==> config.mk <==
export PLATFORM = sky130hd
export DESIGN_NAME = major_minor_frame_sync_sequencer
export DESIGN_NICKNAME = d
export VERILOG_FILES = /design/src/rtl/mmfs_pkg.sv /design/src/rtl/mmfs_ctrl.sv /design/src/rtl/mmfs_dp.sv /design/src/rtl/major_minor_frame_sync_sequencer.sv
export VERILOG_INCLUDE_DIRS = /design/src /design/src/rtl
export SDC_FILE = /design/constraint.sdc
export NUM_CORES = 1
export LEC_CHECK = 0
export BUFFER_PORTS_ARGS = -buffer_cell sky130_fd_sc_hd__buf_2
export CAP_MARGIN = 0
export CORE_MARGIN = 2
export CORE_UTILIZATION = 35
export CTS_BUF_LIST = sky130_fd_sc_hd__clkbuf_2 sky130_fd_sc_hd__clkbuf_4 sky130_fd_sc_hd__clkbuf_8
export CTS_CLUSTER_SIZE = 40
export DETAILED_ROUTE_END_ITERATION = 12
export GPL_ROUTABILITY_DRIVEN = 1
export PLACE_DENSITY_LB_ADDON = 0.15
export SYNTH_ARGS = -nofsm -noshare
export SYNTH_HDL_FRONTEND = slang
export SYNTH_SLANG_ARGS = --single-unit
==> constraint.sdc <==
create_clock -name clk_i -period 8.5 [get_ports clk_i]
set_input_delay 2.125 -clock clk_i [delete_from_list [all_inputs] [get_ports clk_i]]
set_output_delay 2.125 -clock clk_i [all_outputs]
set_load 0.05 [all_outputs]
==> src/rtl/assert_macros.svh <==
// Assertion macros used by the frame sync sequencer controller.
// Bodies are empty when SYNTHESIS is defined.
`ifndef ASSERT_MACROS_SVH
`define ASSERT_MACROS_SVH
`ifndef SYNTHESIS
`define ASSERT_CLK(lbl, clk, rst_n, prop, msg) \
  lbl: assert property (@(posedge clk) disable iff (!rst_n) prop) else $error(msg);
`define ASSERT_NEVER_CLK(lbl, clk, rst_n, prop, msg) \
  lbl: assert property (@(posedge clk) disable iff (!rst_n) !(prop)) else $error(msg);
`else
`define ASSERT_CLK(lbl, clk, rst_n, prop, msg)
`define ASSERT_NEVER_CLK(lbl, clk, rst_n, prop, msg)
`endif
`endif

==> src/rtl/mmfs_pkg.sv <==
// Shared constants and controller/datapath interface types for the
// major/minor frame sync sequencer. No dependencies.
package mmfs_pkg;

  localparam int unsigned TOTAL_SLOTS = 100;
  localparam int unsigned SLOT_W      = 7;
  localparam int unsigned USEC_W      = 20;
  localparam int unsigned CNT_W       = 16;
  localparam int unsigned CFG_IDX_W   = 3;
  localparam int unsigned DIV_STEPS   = USEC_W;
  localparam int unsigned DIV_CNT_W   = $clog2(DIV_STEPS);

  localparam logic [SLOT_W-1:0]    TOTAL_SLOTS_S = SLOT_W'(TOTAL_SLOTS);
  localparam logic [DIV_CNT_W-1:0] DIV_LAST      = DIV_CNT_W'(DIV_STEPS - 1);

  // configuration register indexes
  localparam logic [CFG_IDX_W-1:0] CFG_SLOT_PERIOD  = 3'd0;
  localparam logic [CFG_IDX_W-1:0] CFG_SYNC_SLOT    = 3'd1;
  localparam logic [CFG_IDX_W-1:0] CFG_MAX_NOISY    = 3'd2;
  localparam logic [CFG_IDX_W-1:0] CFG_MAX_ATTEMPTS = 3'd3;
  localparam logic [CFG_IDX_W-1:0] CFG_WORST_SLOTS  = 3'd4;
  localparam logic [CFG_IDX_W-1:0] CFG_MINOR_SYNC   = 3'd5;

  localparam logic OP_TICK = 1'b0;
  localparam logic OP_TONE = 1'b1;

  localparam logic [1:0] TCMD_NONE   = 2'd0;
  localparam logic [1:0] TCMD_NORMAL = 2'd1;
  localparam logic [1:0] TCMD_SHORT  = 2'd2;
  localparam logic [1:0] TCMD_SYNC   = 2'd3;

  localparam logic [1:0] SRC_NONE  = 2'd0;
  localparam logic [1:0] SRC_TONE  = 2'd1;
  localparam logic [1:0] SRC_TIMER = 2'd2;

  typedef struct packed {
    logic load;      // capture request fields, start divider
    logic div_step;  // one restoring divide step
    logic apply;     // update sequencer state
    logic capture;   // load output registers
  } cmd_t;

  typedef struct packed {
    logic div_last;  // current divide step is the final one
  } status_t;

endpackage

==> src/rtl/mmfs_ctrl.sv <==
// Controller FSM for the frame sync sequencer: sequences divide, state
// update and result capture. Depends on mmfs_pkg and assert_macros.svh.
`include "assert_macros.svh"
module mmfs_ctrl import mmfs_pkg::*; (
  input  logic    clk_i,
  input  logic    rst_ni,
  input  logic    in_valid_i,
  output logic    in_stall_o,
  output logic    out_valid_o,
  input  logic    out_stall_i,
  input  status_t status_i,
  output cmd_t    cmd_o
);

  typedef enum logic [1:0] {
    ST_IDLE,
    ST_DIV,
    ST_APPLY,
    ST_OUT
  } state_e;

  state_e state_q, state_d;
  logic   out_valid_q, out_valid_d;
  logic   out_free;

  assign out_free   = !out_valid_q || !out_stall_i;
  assign in_stall_o = (state_q != ST_IDLE);
  assign out_valid_o = out_valid_q;

  always_comb begin
    state_d     = state_q;
    cmd_o       = '0;
    out_valid_d = out_valid_q && out_stall_i;
    unique case (state_q)
      ST_IDLE: begin
        if (in_valid_i) begin
          cmd_o.load = 1'b1;
          state_d    = ST_DIV;
        end
      end
      ST_DIV: begin
        cmd_o.div_step = 1'b1;
        if (status_i.div_last) state_d = ST_APPLY;
      end
      ST_APPLY: begin
        cmd_o.apply = 1'b1;
        state_d     = ST_OUT;
      end
      ST_OUT: begin
        // wait until the output register is free
        if (out_free) begin
          cmd_o.capture = 1'b1;
          out_valid_d   = 1'b1;
          state_d       = ST_IDLE;
        end
      end
      default: state_d = ST_IDLE;
    endcase
  end

  always_ff @(posedge clk_i or negedge rst_ni) begin
    if (!rst_ni) begin
      state_q     <= ST_IDLE;
      out_valid_q <= 1'b0;
    end else begin
      state_q     <= state_d;
      out_valid_q <= out_valid_d;
    end
  end

  `ASSERT_CLK(a_capture_free, clk_i, rst_ni, cmd_o.capture |-> out_free,
              "result capture would overwrite a pending result")
  `ASSERT_CLK(a_accept_div, clk_i, rst_ni, (in_valid_i && !in_stall_o) |=> state_q == ST_DIV,
              "accepted request did not start the divider")
  `ASSERT_CLK(a_valid_from_out, clk_i, rst_ni, $rose(out_valid_q) |-> $past(state_q == ST_OUT),
              "result became valid outside the capture state")

endmodule

==> src/rtl/mmfs_dp.sv <==
// Datapath for the frame sync sequencer: config registers, restoring
// time-slot divider, sequencer state and result registers. Depends on mmfs_pkg.
module mmfs_dp import mmfs_pkg::*; (
  input  logic                 clk_i,
  input  logic                 rst_ni,
  input  logic                 cfg_we_i,
  input  logic [CFG_IDX_W-1:0] cfg_idx_i,
  input  logic [USEC_W-1:0]    cfg_wdata_i,
  input  logic                 operation_i,
  input  logic [USEC_W-1:0]    time_usecs_i,
  input  logic                 flywheel_i,
  input  logic [SLOT_W-1:0]    next_slot_i,
  input  cmd_t                 cmd_i,
  output status_t              status_o,
  output logic                 wake_o,
  output logic [1:0]           timer_cmd_o,
  output logic [SLOT_W-1:0]    current_slot_o,
  output logic                 unexpected_tone_o,
  output logic                 tones_ignored_o,
  output logic [1:0]           frame_source_o,
  output logic [2:0]           sync_flags_o,
  output logic [CNT_W-1:0]     valid_tone_count_o,
  output logic [CNT_W-1:0]     noisy_tone_count_o,
  output logic [CNT_W-1:0]     missed_tone_count_o
);

  // configuration
  logic [USEC_W-1:0] period_q;
  logic [SLOT_W-1:0] sync_slot_q;
  logic [7:0]        max_noisy_q;
  logic [7:0]        max_att_q;
  logic [SLOT_W-1:0] worst_q;
  logic              minor_sync_q;

  always_ff @(posedge clk_i or negedge rst_ni) begin
    if (!rst_ni) begin
      period_q     <= USEC_W'(10000);
      sync_slot_q  <= SLOT_W'(99);
      max_noisy_q  <= 8'd2;
      max_att_q    <= 8'd2;
      worst_q      <= SLOT_W'(1);
      minor_sync_q <= 1'b0;
    end else if (cfg_we_i) begin
      unique case (cfg_idx_i)
        CFG_SLOT_PERIOD:  period_q     <= cfg_wdata_i;
        CFG_SYNC_SLOT:    sync_slot_q  <= cfg_wdata_i[SLOT_W-1:0];
        CFG_MAX_NOISY:    max_noisy_q  <= cfg_wdata_i[7:0];
        CFG_MAX_ATTEMPTS: max_att_q    <= cfg_wdata_i[7:0];
        CFG_WORST_SLOTS:  worst_q      <= cfg_wdata_i[SLOT_W-1:0];
        CFG_MINOR_SYNC:   minor_sync_q <= cfg_wdata_i[0];
        default: ;
      endcase
    end
  end

  // request fields
  logic              op_q;
  logic              fly_q;
  logic [SLOT_W-1:0] next_q;

  // restoring divider: quotient shifts in where the dividend shifts out
  logic [USEC_W-1:0]    p_eff;
  logic [USEC_W-1:0]    quo_q, rem_q;
  logic [DIV_CNT_W-1:0] cnt_q;
  logic [USEC_W:0]      shifted, trial;
  logic                 take;

  assign p_eff   = (period_q == '0) ? USEC_W'(1) : period_q;
  assign shifted = {rem_q, quo_q[USEC_W-1]};
  assign trial   = shifted - {1'b0, p_eff};
  assign take    = (shifted >= {1'b0, p_eff});
  assign status_o.div_last = (cnt_q == DIV_LAST);

  always_ff @(posedge clk_i) begin
    if (cmd_i.load) begin
      op_q   <= operation_i;
      fly_q  <= flywheel_i;
      next_q <= next_slot_i;
      quo_q  <= time_usecs_i;
      rem_q  <= '0;
      cnt_q  <= '0;
    end else if (cmd_i.div_step) begin
      rem_q <= take ? trial[USEC_W-1:0] : shifted[USEC_W-1:0];
      quo_q <= {quo_q[USEC_W-2:0], take};
      cnt_q <= cnt_q + DIV_CNT_W'(1);
    end
  end

  // elapsed-time slot with round-up when the remainder is one short
  logic [USEC_W:0]   q_round;
  logic [SLOT_W-1:0] ts;

  assign q_round = {1'b0, quo_q} +
                   (USEC_W+1)'(({1'b0, rem_q} + (USEC_W+1)'(1)) == {1'b0, p_eff});
  assign ts = (q_round >= (USEC_W+1)'(TOTAL_SLOTS)) ? '0 : q_round[SLOT_W-1:0];

  // sequencer state
  logic [SLOT_W-1:0] sst_q, sst_d;
  logic [SLOT_W-1:0] last_q, last_d;
  logic [7:0]        att_q, att_d;
  logic [7:0]        nrun_q, nrun_d;
  logic              ign_q, ign_d;
  logic              unexp_q, unexp_d;
  logic [1:0]        src_q, src_d;
  logic [1:0]        sb_q, sb_d;
  logic [CNT_W-1:0]  vcnt_q, vcnt_d;
  logic [CNT_W-1:0]  ncnt_q, ncnt_d;
  logic [CNT_W-1:0]  mcnt_q, mcnt_d;
  logic              wake_q, wake_d;
  logic [1:0]        tcmd_q, tcmd_d;
  logic [SLOT_W-1:0] ts_q;

  logic [2:0] sv;
  logic       noisy;
  logic       searching;

  assign sv = {sb_q, minor_sync_q};
  // next < TOTAL_SLOTS - worst - 1, kept unsigned
  assign noisy = ((sv == 3'd0) && (sst_q != sync_slot_q)) ||
                 ((sv == 3'd1) && (next_q != '0) &&
                  (({1'b0, next_q} + {1'b0, worst_q} + 8'd1) < 8'(TOTAL_SLOTS)));

  always_comb begin
    sst_d     = sst_q;
    last_d    = last_q;
    att_d     = att_q;
    nrun_d    = nrun_q;
    ign_d     = ign_q;
    unexp_d   = unexp_q;
    src_d     = src_q;
    sb_d      = sb_q;
    vcnt_d    = vcnt_q;
    ncnt_d    = ncnt_q;
    mcnt_d    = mcnt_q;
    wake_d    = 1'b0;
    tcmd_d    = TCMD_NONE;
    searching = 1'b0;
    if (op_q == OP_TONE) begin
      if (!fly_q) begin
        if (noisy) begin
          unexp_d = 1'b1;
          ncnt_d  = ncnt_q + CNT_W'(1);
          if (!ign_q) begin
            if (nrun_q != 8'hFF) nrun_d = nrun_q + 8'd1;
            if (nrun_d >= max_noisy_q) ign_d = 1'b1;
          end
        end else begin
          unexp_d = 1'b0;
          nrun_d  = '0;
        end
        if (!ign_d) begin
          tcmd_d = TCMD_NORMAL;
          vcnt_d = vcnt_q + CNT_W'(1);
          sst_d  = '0;
          src_d  = SRC_TONE;
          sb_d   = 2'b00;
          wake_d = 1'b1;
        end
      end
      last_d = ts;
    end else begin
      // first tick with no source: start searching for time slot zero
      if (src_q == SRC_NONE) begin
        src_d   = SRC_TIMER;
        sb_d[0] = 1'b1;
        att_d   = max_att_q;
        last_d  = '0;
      end
      if (sb_d[0] && (src_d == SRC_TIMER)) begin
        tcmd_d = TCMD_NORMAL;
        att_d  = att_d - 8'd1;
        if ((ts != '0) && (att_d != '0)) begin
          searching = 1'b1;
        end else begin
          sb_d   = 2'b10;
          sst_d  = ts;
          last_d = '0;
        end
      end else begin
        sst_d = sst_q + SLOT_W'(1);
      end
      if (!searching) begin
        if (sst_d >= TOTAL_SLOTS_S) begin
          tcmd_d = TCMD_SHORT;
          sst_d  = '0;
          mcnt_d = mcnt_q + CNT_W'(1);
        end
        if (sst_d == sync_slot_q) tcmd_d = TCMD_SYNC;
        wake_d = 1'b1;
      end
    end
  end

  always_ff @(posedge clk_i or negedge rst_ni) begin
    if (!rst_ni) begin
      sst_q   <= '0;
      last_q  <= '0;
      att_q   <= '0;
      nrun_q  <= '0;
      ign_q   <= 1'b0;
      unexp_q <= 1'b0;
      src_q   <= SRC_NONE;
      sb_q    <= '0;
      vcnt_q  <= '0;
      ncnt_q  <= '0;
      mcnt_q  <= '0;
    end else if (cmd_i.apply) begin
      sst_q   <= sst_d;
      last_q  <= last_d;
      att_q   <= att_d;
      nrun_q  <= nrun_d;
      ign_q   <= ign_d;
      unexp_q <= unexp_d;
      src_q   <= src_d;
      sb_q    <= sb_d;
      vcnt_q  <= vcnt_d;
      ncnt_q  <= ncnt_d;
      mcnt_q  <= mcnt_d;
    end
  end

  always_ff @(posedge clk_i) begin
    if (cmd_i.apply) begin
      wake_q <= wake_d;
      tcmd_q <= tcmd_d;
      ts_q   <= ts;
    end
  end

  // current slot from the updated state
  logic [SLOT_W:0]   cur_wide;
  logic [SLOT_W-1:0] cur_slot;

  always_comb begin
    if (sv != 3'd0) begin
      if (ts_q < last_q) begin
        cur_wide = {1'b0, ts_q} + (SLOT_W+1)'(TOTAL_SLOTS) - {1'b0, last_q};
      end else begin
        cur_wide = {1'b0, ts_q} - {1'b0, last_q};
      end
    end else begin
      cur_wide = {1'b0, sst_q};
    end
    cur_slot = cur_wide[SLOT_W-1:0];
  end

  always_ff @(posedge clk_i) begin
    if (cmd_i.capture) begin
      wake_o              <= wake_q;
      timer_cmd_o         <= tcmd_q;
      current_slot_o      <= cur_slot;
      unexpected_tone_o   <= unexp_q;
      tones_ignored_o     <= ign_q;
      frame_source_o      <= src_q;
      sync_flags_o        <= sv;
      valid_tone_count_o  <= vcnt_q;
      noisy_tone_count_o  <= ncnt_q;
      missed_tone_count_o <= mcnt_q;
    end
  end

endmodule

==> src/rtl/major_minor_frame_sync_sequencer.sv <==
// Major/minor frame sync sequencer, top level: controller plus datapath.
// A request passes from accept to result valid through 20 divide steps
// in the 1-bit restoring time-slot divider, one state update and one capture,
// which waits for a free output; no new request is taken before the capture.
// Reset: async active low; config to defaults; sequencer state, counters clear.
module major_minor_frame_sync_sequencer import mmfs_pkg::*; (
  input  logic                 clk_i,
  input  logic                 rst_ni,
  input  logic                 cfg_we_i,
  input  logic [CFG_IDX_W-1:0] cfg_idx_i,
  input  logic [USEC_W-1:0]    cfg_wdata_i,
  input  logic                 in_valid_i,
  output logic                 in_stall_o,
  input  logic                 operation_i,
  input  logic [USEC_W-1:0]    time_usecs_i,
  input  logic                 flywheel_i,
  input  logic [SLOT_W-1:0]    next_slot_i,
  output logic                 out_valid_o,
  input  logic                 out_stall_i,
  output logic                 wake_o,
  output logic [1:0]           timer_cmd_o,
  output logic [SLOT_W-1:0]    current_slot_o,
  output logic                 unexpected_tone_o,
  output logic                 tones_ignored_o,
  output logic [1:0]           frame_source_o,
  output logic [2:0]           sync_flags_o,
  output logic [CNT_W-1:0]     valid_tone_count_o,
  output logic [CNT_W-1:0]     noisy_tone_count_o,
  output logic [CNT_W-1:0]     missed_tone_count_o
);

  cmd_t    cmd;
  status_t status;

  mmfs_ctrl u_ctrl (
    .clk_i       (clk_i),
    .rst_ni      (rst_ni),
    .in_valid_i  (in_valid_i),
    .in_stall_o  (in_stall_o),
    .out_valid_o (out_valid_o),
    .out_stall_i (out_stall_i),
    .status_i    (status),
    .cmd_o       (cmd)
  );

  mmfs_dp u_dp (
    .clk_i               (clk_i),
    .rst_ni              (rst_ni),
    .cfg_we_i            (cfg_we_i),
    .cfg_idx_i           (cfg_idx_i),
    .cfg_wdata_i         (cfg_wdata_i),
    .operation_i         (operation_i),
    .time_usecs_i        (time_usecs_i),
    .flywheel_i          (flywheel_i),
    .next_slot_i         (next_slot_i),
    .cmd_i               (cmd),
    .status_o            (status),
    .wake_o              (wake_o),
    .timer_cmd_o         (timer_cmd_o),
    .current_slot_o      (current_slot_o),
    .unexpected_tone_o   (unexpected_tone_o),
    .tones_ignored_o     (tones_ignored_o),
    .frame_source_o      (frame_source_o),
    .sync_flags_o        (sync_flags_o),
    .valid_tone_count_o  (valid_tone_count_o),
    .noisy_tone_count_o  (noisy_tone_count_o),
    .missed_tone_count_o (missed_tone_count_o)
  );

endmodule
# --- Yosys cells after proc, flatten, opt, wreduce, memory -nomap -nowiden ---
# Index checks and enable logic that the tools add are counted.
word_totals:
  ff_bits: 267
  in_bits: 57
  output_inout_bits: 67
  word_cells: 198
op_classes:
  n_addsub: 15
  n_lt_le_gt_ge: 6
  eq_ne: 22
  muxes: 75
  bitwise_logic: 4
  reduce_logical: 37
op_table:
  columns: ["cell", "n"]
  rows:
  - ["7-bit two-way mux", 17]
  - ["20-bit two-way mux", 4]
  - ["8-bit two-way mux", 10]
  - ["16-bit by 1-bit adder with 16-bit output (second input constant)", 3]
  - ["2-bit two-way mux", 18]
  - ["1-bit two-way mux", 25]
  - ["20-bit by 1-bit adder with 21-bit output", 1]
  - ["20-bit by 1-bit adder with 21-bit output (second input constant)", 1]
  - ["21-bit by 20-bit equality test with 1-bit output", 1]
  - ["21-bit by 20-bit >= comparator with 1-bit output", 1]
  - ["21-bit by 7-bit >= comparator with 1-bit output (second input constant)", 1]
  - ["20-bit zero test", 1]
  - ["20-bit subtractor", 1]
  - ["8-bit by 1-bit adder with 8-bit output (second input constant)", 2]
  - ["4-bit AND reduction", 4]
  - ["2-bit AND reduction", 7]
  - ["7-bit nonzero test", 2]
  - ["7-bit subtractor", 2]
  - ["2-bit != test (second input constant)", 5]
  - ["3-bit AND reduction", 3]
  - ["7-bit by 7-bit adder with 8-bit output", 1]
  - ["8-bit >= comparator", 1]
  - ["8-bit by 7-bit less-than comparator with 1-bit output (second input constant)", 1]
  - ["8-bit != test (second input constant)", 1]
  - ["other kinds (26)", 46]

# --- Longest topological paths before layout ---
depth:
  depth_word: 19
  ltp_mapped: 25
  mapped_depth_nobuf: 24

# --- Hierarchy ---
# A second synthesis with hierarchy kept.
unflattened:
  cells_unflattened: 1388
  hier_area_um2: 14410.1
modules_own_cells:
  columns: ["module", "n_inst", "cells_per_inst", "area_per_inst_um2", "seq_area_each_um2"]
  rows:
  - ["mmfs_dp", 1, 1368, 14182.4, 7016.7]
  - ["mmfs_ctrl", 1, 20, 227.7, 75.1]

# --- Worst setup path before layout ---
# OpenSTA, ideal clock, no wires.
synth_path:
  kind: "input to register"
  startpoint: "input port out_stall_i"
  endpoint: "register u_dp.current_slot_o[0] (enable)"
  setup_time_ps: 587
  arrival_time_ps: 6837
  required_ps: 7913
  path_slack_ps: 1075
  cell_stages: 1
  n_path_buf: 0
  path_cell_list: "a21boi_0"
synth_via:
  elab_chain_len: 4
synth_rtl:
  columns: ["item", "line_no", "rtl"]
  rows:
  - ["from (decl)", "major_minor_frame_sync_sequencer.sv:19", "input logic out_stall_i,"]
  - ["1-bit zero test", "mmfs_ctrl.sv:26", "assign out_free = !out_valid_q || !out_stall_i;"]
  - ["1-bit logical OR", "mmfs_ctrl.sv:26", null]
  - ["1-bit two-way mux", "mmfs_ctrl.sv:51", "if (out_free) begin"]
  - ["1-bit two-way mux", "mmfs_ctrl.sv:34", "unique case (state_q)"]
  - ["to (signal assigned)", "mmfs_dp.sv:251", "current_slot_o <= cur_slot;"]
  - ["to (decl)", "mmfs_dp.sv:17", "output logic [SLOT_W-1:0] current_slot_o,"]
# Every way passes these cells.
# A chain may end at the register's enable or synchronous reset.

# --- Worst setup path in the final report ---
layout_path:
  startpoint: "register u_dp.rem_q[3]"
  endpoint: "register u_dp.mcnt_q[9]"
layout_via:
  elab_chain_len: 12
  word_cells_on_any_way: 16
  classes_between: "add/sub: 2; order compare: 2; eq/ne: 1; mux: 7; bitwise: 1; reduce/logical: 3"
layout_rtl:
  columns: ["item", "line_no", "rtl"]
  rows:
  - ["from (decl)", "mmfs_dp.sv:63", "logic [USEC_W-1:0] quo_q, rem_q;"]
  - ["from (signal assigned)", "mmfs_dp.sv:83", "rem_q <= take ? trial[USEC_W-1:0] : shifted[USEC_W-1:0];"]
  - ["20-bit by 1-bit adder with 21-bit output *", "mmfs_dp.sv:94", "(USEC_W+1)'(({1'b0, rem_q} + (USEC_W+1)'(1)) == {1'b0, p_eff});"]
  - ["21-bit by 20-bit equality test with 1-bit output *", "mmfs_dp.sv:94", null]
  - ["20-bit by 1-bit adder with 21-bit output *", "mmfs_dp.sv:93", "assign q_round = {1'b0, quo_q} +"]
  - ["21-bit by 7-bit >= comparator with 1-bit output", "mmfs_dp.sv:95", "assign ts = (q_round >= (USEC_W+1)'(TOTAL_SLOTS)) ? '0 : q_round[SLOT_W-1:0];"]
  - ["7-bit two-way mux *", "mmfs_dp.sv:95", null]
  - ["7-bit nonzero test", "mmfs_dp.sv:172", "if ((ts != '0) && (att_d != '0)) begin"]
  - ["1-bit logical AND", "mmfs_dp.sv:172", null]
  - ["7-bit two-way mux / 1-bit two-way mux (equally long branches)", "mmfs_dp.sv:172", null]
  - ["7-bit two-way mux / 1-bit two-way mux (equally long branches)", "mmfs_dp.sv:169", "if (sb_d[0] && (src_d == SRC_TIMER)) begin"]
  - ["7-bit two-way mux / 1-bit two-way mux (equally long branches)", "mmfs_dp.sv:138", "if (op_q == OP_TONE) begin"]
  - ["7-bit >= comparator / 1-bit NOT (equally long branches)", null, null]
  - ["4-bit AND reduction (no line) *", null, null]
  - ["to (signal assigned)", "mmfs_dp.sv:218", "mcnt_q <= mcnt_d;"]
  - ["to (decl)", "mmfs_dp.sv:108", "logic [CNT_W-1:0] mcnt_q, mcnt_d;"]
# Mark *: on every way between the ends. The rest lies on a longest branch, timed or not. The select of a mux whose other input is x is not followed.

==> flow_metrics.tcl <==
set metrics [dict create \
    outcome "finished, final reports clean" \
    slew_violations 0 \
    die_h_um 208 \
    totalNegativeSetupSlack_ps 0 \
    cts_max_level 2 \
    power_density_over_the_cells_nw_per_um2 338 \
    synthSimpleGateAreaFrac_pct 16.5 \
    globalplace.congestion 0.853 \
    max-vdd-ir-drop_v 0.000167 \
    clock_power_share_pct 23.3 \
    r2r_cells 23 \
    power.share.switching_pct 41.2 \
    drv.max_cap_violation_count 0 \
    cts_resized 0 \
    start_kind "flop" \
    clockBufferDepth 3 \
    fmax_mhz 148 \
    cp_data_arrival_time_ps 7290 \
    yosys.cell_types.count 80 \
    final_cell_count_no_fill 2162 \
    power_frac_comb_pct 39.7 \
    grt_start_max_net_pins 77 \
    power.leakage_nw 7.21 \
    via_total_after_detailed_routing 11000 \
    post_route_cells_drive_above_1_share_pct 17.9 \
    internal_power_mw 3.35 \
    share_of_flip_flops_with_an_asynchronous_set_or_reset_after_synthesis_pct 51.7 \
    timing.critical_path.from "u_dp.rem_q[3]" \
    floorplan.io_pins 124 \
    ys.warnings.count 0 \
    crit_path_top_delay_cell "sky130_fd_sc_hd__nor4_1" \
    slowest_cell_delay_on_critical_path_ps 650 \
    synth-xor-area-share_pct 7.60 \
    drt_antenna_net_count 0 \
    ys_seq_elements 267 \
    critical_path.endpoint_type "flop" \
    floorplan.initialDensity_pct 35.5 \
    post_route_drc_violation_count 0 \
    critical_path.reg2reg.startpoint "u_dp.rem_q[3]" \
    synth_area_um2 14500 \
    synthFlopType "sky130_fd_sc_hd__dfrtp_1" \
    detail_route.iter0.violations 455 \
    filler_cell_count 4052 \
    met3_wire_length_mm 1.40 \
    total_met2_wirelength_after_detailed_routing_mm 17.5 \
    post_synth.cell_area_avg_um2 10.0 \
    fin_nets 1715 \
    insertion_delay_ps 650 \
    die-area_um2 43100 \
    r2r_setup_slack_ps 1730 \
    first_pass_grt_wire_length_mm 59.1 \
    synth.net_count 1572 \
    fin_skew_ps 49.2 \
    grt_antenna_before_repair 0 \
    p_seq_share_pct 37.0 \
    cts_hold_repair.buffers 0 \
    hold_viol 0 \
    worst-slew-pin-transition_ps 1120 \
    detail_route.wirelength.met1_mm 16.5 \
    slew-limit-headroom_pct 24.7 \
    critical_path_peak_fanout 9 \
    crit_path_cell_trace "and3_1, nand2_1, nor2_1, nand3_1, nor3_1, xnor2_1, o221ai_1, nor4_1, o2111ai_1, nor4_1, ha_1, and3_1, nand4_1, o21a_1, nor4_1, nand4_1, nor2_1, nand3_1, a2bb2oi_2, o31ai_4, nor3_2, nand4_1, xnor2_1" \
    synthMostInstantiatedCell "sky130_fd_sc_hd__nand2_1" \
    grt_setup_unrepaired "false" \
    final_min_period_over_clock_period_pct 79.6 \
    ys_top_cells_by_area "sky130_fd_sc_hd__dfrtp_1, sky130_fd_sc_hd__edfxtp_1, sky130_fd_sc_hd__ha_1" \
    post_synth_fa_ha_maj_area_fraction_pct 6.34 \
    uppermost_signal_routing_layer_after_detailed_routing "met4" \
    globalRouteTotalUtil_pct 16.9 \
    routed_wl_mm 36.3 \
    synthesis.instances 1445 \
    core_area_um2 40900 \
    synth_top_area_share_pct 21.7 \
    port_buffers 123 \
    critPathRequiredTime_ps 9020 \
    post-synth-top-area-cell "sky130_fd_sc_hd__dfrtp_1" \
    post-cts-setup-buffers 0 \
    antenna_cells_inserted 0 \
    num_rows 74 \
    post_drt_via_cell_ratio 5.09 \
    routedWlPerCell_um 16.8 \
    largest_family_of_logic_cells_by_synthesized_area "simple AND/OR/NAND/NOR gates" \
    synth.cells.most_frequent "sky130_fd_sc_hd__nand2_1, sky130_fd_sc_hd__dfrtp_1, sky130_fd_sc_hd__o21ai_0" \
    ctsRootBufferMaster "sky130_fd_sc_hd__clkbuf_8" \
    synth-compound-area-share_pct 13.4 \
    first_global_vias 11000 \
    cts_tree "yes" \
    finalCriticalPeriod_ps 6770 \
    final-setup-viol-count 0 \
    critical_path.reg2reg.endpoint "u_dp.mcnt_q[9]" \
    numClockSinks 267 \
    synth.yosys.seq_area_share_pct 48.8 \
    endpoint "u_dp.mcnt_q[9]" \
    grt_overflow_total 0 \
    area_growth_syn_to_layout_pct 16.0 \
    cts_buffers 50 \
    detailed_place_hpwl_mm 26.4 \
    firstDrtPassIters 5 \
    muxShareOfSynthArea_pct 4.03 \
    worstSetupPathType "reg2reg" \
    worst_setup_hold_path_clk_slew_ps 60 \
    placed_cells_incl_taps 2068 \
    synth_edf_count 104 \
    hold_path.class "reg2reg" \
    switchingPower_mw 2.35 \
    die_w_um 208 \
]
## worst min-delay path by stage
stage / startpoint / to / slack (ps) / depth (start not counted)
3_3_place_gp: u_dp.wake_q / u_dp.wake_o / 400 / 0
6_report: u_dp.wake_q / u_dp.wake_o / 440 / 0
5_1_grt: u_dp.wake_q / u_dp.wake_o / 450 / 0
4_1_cts: u_dp.wake_q / u_dp.wake_o / 440 / 0
3_5_place_dp: u_dp.wake_q / u_dp.wake_o / 420 / 0
2_1_floorplan: u_dp.tcmd_q[0] / u_dp.timer_cmd_o[0] / 400 / 0
## power groups by stage
stage	clock network, mW	logic (mW)	registers, mW
global route	1.44	2.54	2.17
finish	1.33	2.26	2.11
floorplan	0	1.59	2.20
global placement	0	2.26	2.13
CTS	1.39	2.29	2.11
detailed placement	0	2.27	2.13
## cell usage in the layout (no fill, tap or decap), types with 12 or more instances in the layout
| cell | n |
|---|---|
| sky130_fd_sc_hd__nand4_1 | 20 |
| sky130_fd_sc_hd__nor4_1 | 20 |
| sky130_fd_sc_hd__a21o_1 | 17 |
| sky130_fd_sc_hd__mux2_2 | 28 |
| sky130_fd_sc_hd__o21ai_0 | 107 |
| sky130_fd_sc_hd__and2_1 | 12 |
| sky130_fd_sc_hd__buf_2 | 122 |
| sky130_fd_sc_hd__mux2i_1 | 27 |
| sky130_fd_sc_hd__xor2_1 | 54 |
| sky130_fd_sc_hd__nor2_1 | 99 |
| sky130_fd_sc_hd__xnor2_1 | 72 |
| sky130_fd_sc_hd__ha_1 | 64 |
| sky130_fd_sc_hd__dfstp_2 | 12 |
| sky130_fd_sc_hd__buf_4 | 13 |
| sky130_fd_sc_hd__clkbuf_8 | 59 |
| sky130_fd_sc_hd__nand3_1 | 51 |
| sky130_fd_sc_hd__dfxtp_1 | 25 |
| sky130_fd_sc_hd__inv_1 | 80 |
| sky130_fd_sc_hd__nor3_1 | 20 |
| sky130_fd_sc_hd__a21oi_1 | 69 |
| sky130_fd_sc_hd__a31oi_1 | 12 |
| sky130_fd_sc_hd__nand2_1 | 188 |
| sky130_fd_sc_hd__and3_1 | 21 |
| sky130_fd_sc_hd__edfxtp_1 | 104 |
| sky130_fd_sc_hd__dfrtp_1 | 126 |
## per-layer routing
| layer | vias up | track usage [%] |
|---|---|---|
| met5 | - | 0 |
| met4 | 0 | 6.33 |
| met3 | 54 | 2.66 |
| met2 | 187 | 28.4 |
| met1 | 5290 | 22.1 |
| li1 | 5470 | - |
## cells by family after synthesis
group | after synthesis
AND/OR/NAND/NOR | 500
AO/OA/AOI/OAI | 301
flip-flops | 267
XOR/XNOR | 126
buffers and inverters | 126
adder cells (fa/ha/maj) | 70
multiplexers | 55
## stage by stage
step	setup WS, ps	total power [mW]	util, %	area (um2)	hold WS [ps]
after detailed placement	1790	4.41	38.5	15800	423
after global routing	1130	6.14	41.2	16800	450
after CTS	1770	5.78	41.2	16800	437
after floorplan	1080	3.80	-	14500	400
final	1730	5.70	41.2	16800	439
after global placement	2060	4.39	38.5	15800	402
## cell type report
class | instances | area (um2) | area share [%]
multi-input combinational | 1052 | 6980 | 41.4
clock buffer | 69 | 887 | 5.27
timing repair buffer | 136 | 719 | 4.27
tap | 532 | 666 | 3.95
sequential | 267 | 7090 | 42.1
inverter | 81 | 304 | 1.81
clock inverter | 25 | 198 | 1.17
## flip-flops by register name (all words and copies together) (netlist names), 16 cells and up
name and count:
u_dp.valid_tone_count_o 16, u_dp.rem_q 20, u_dp.quo_q 20, u_dp.mcnt_q 16, u_dp.noisy_tone_count_o 16, u_dp.vcnt_q 16, u_dp.ncnt_q 16, u_dp.missed_tone_count_o 16
u_dp.period_q 20
## worst max-delay path: cells and delay by family (launching register included)
| kind | cells | cell delay [ps] |
|---|---|---|
| xor gates and xnor gates | 2 | 300 |
| AOI/OAI and AO/OA | 5 | 1030 |
| and+or+nand+nor | 15 | 4520 |
| adders and majority gates | 1 | 320 |
| DFF | 1 | 470 |
(Power assumes the default switching activity.)
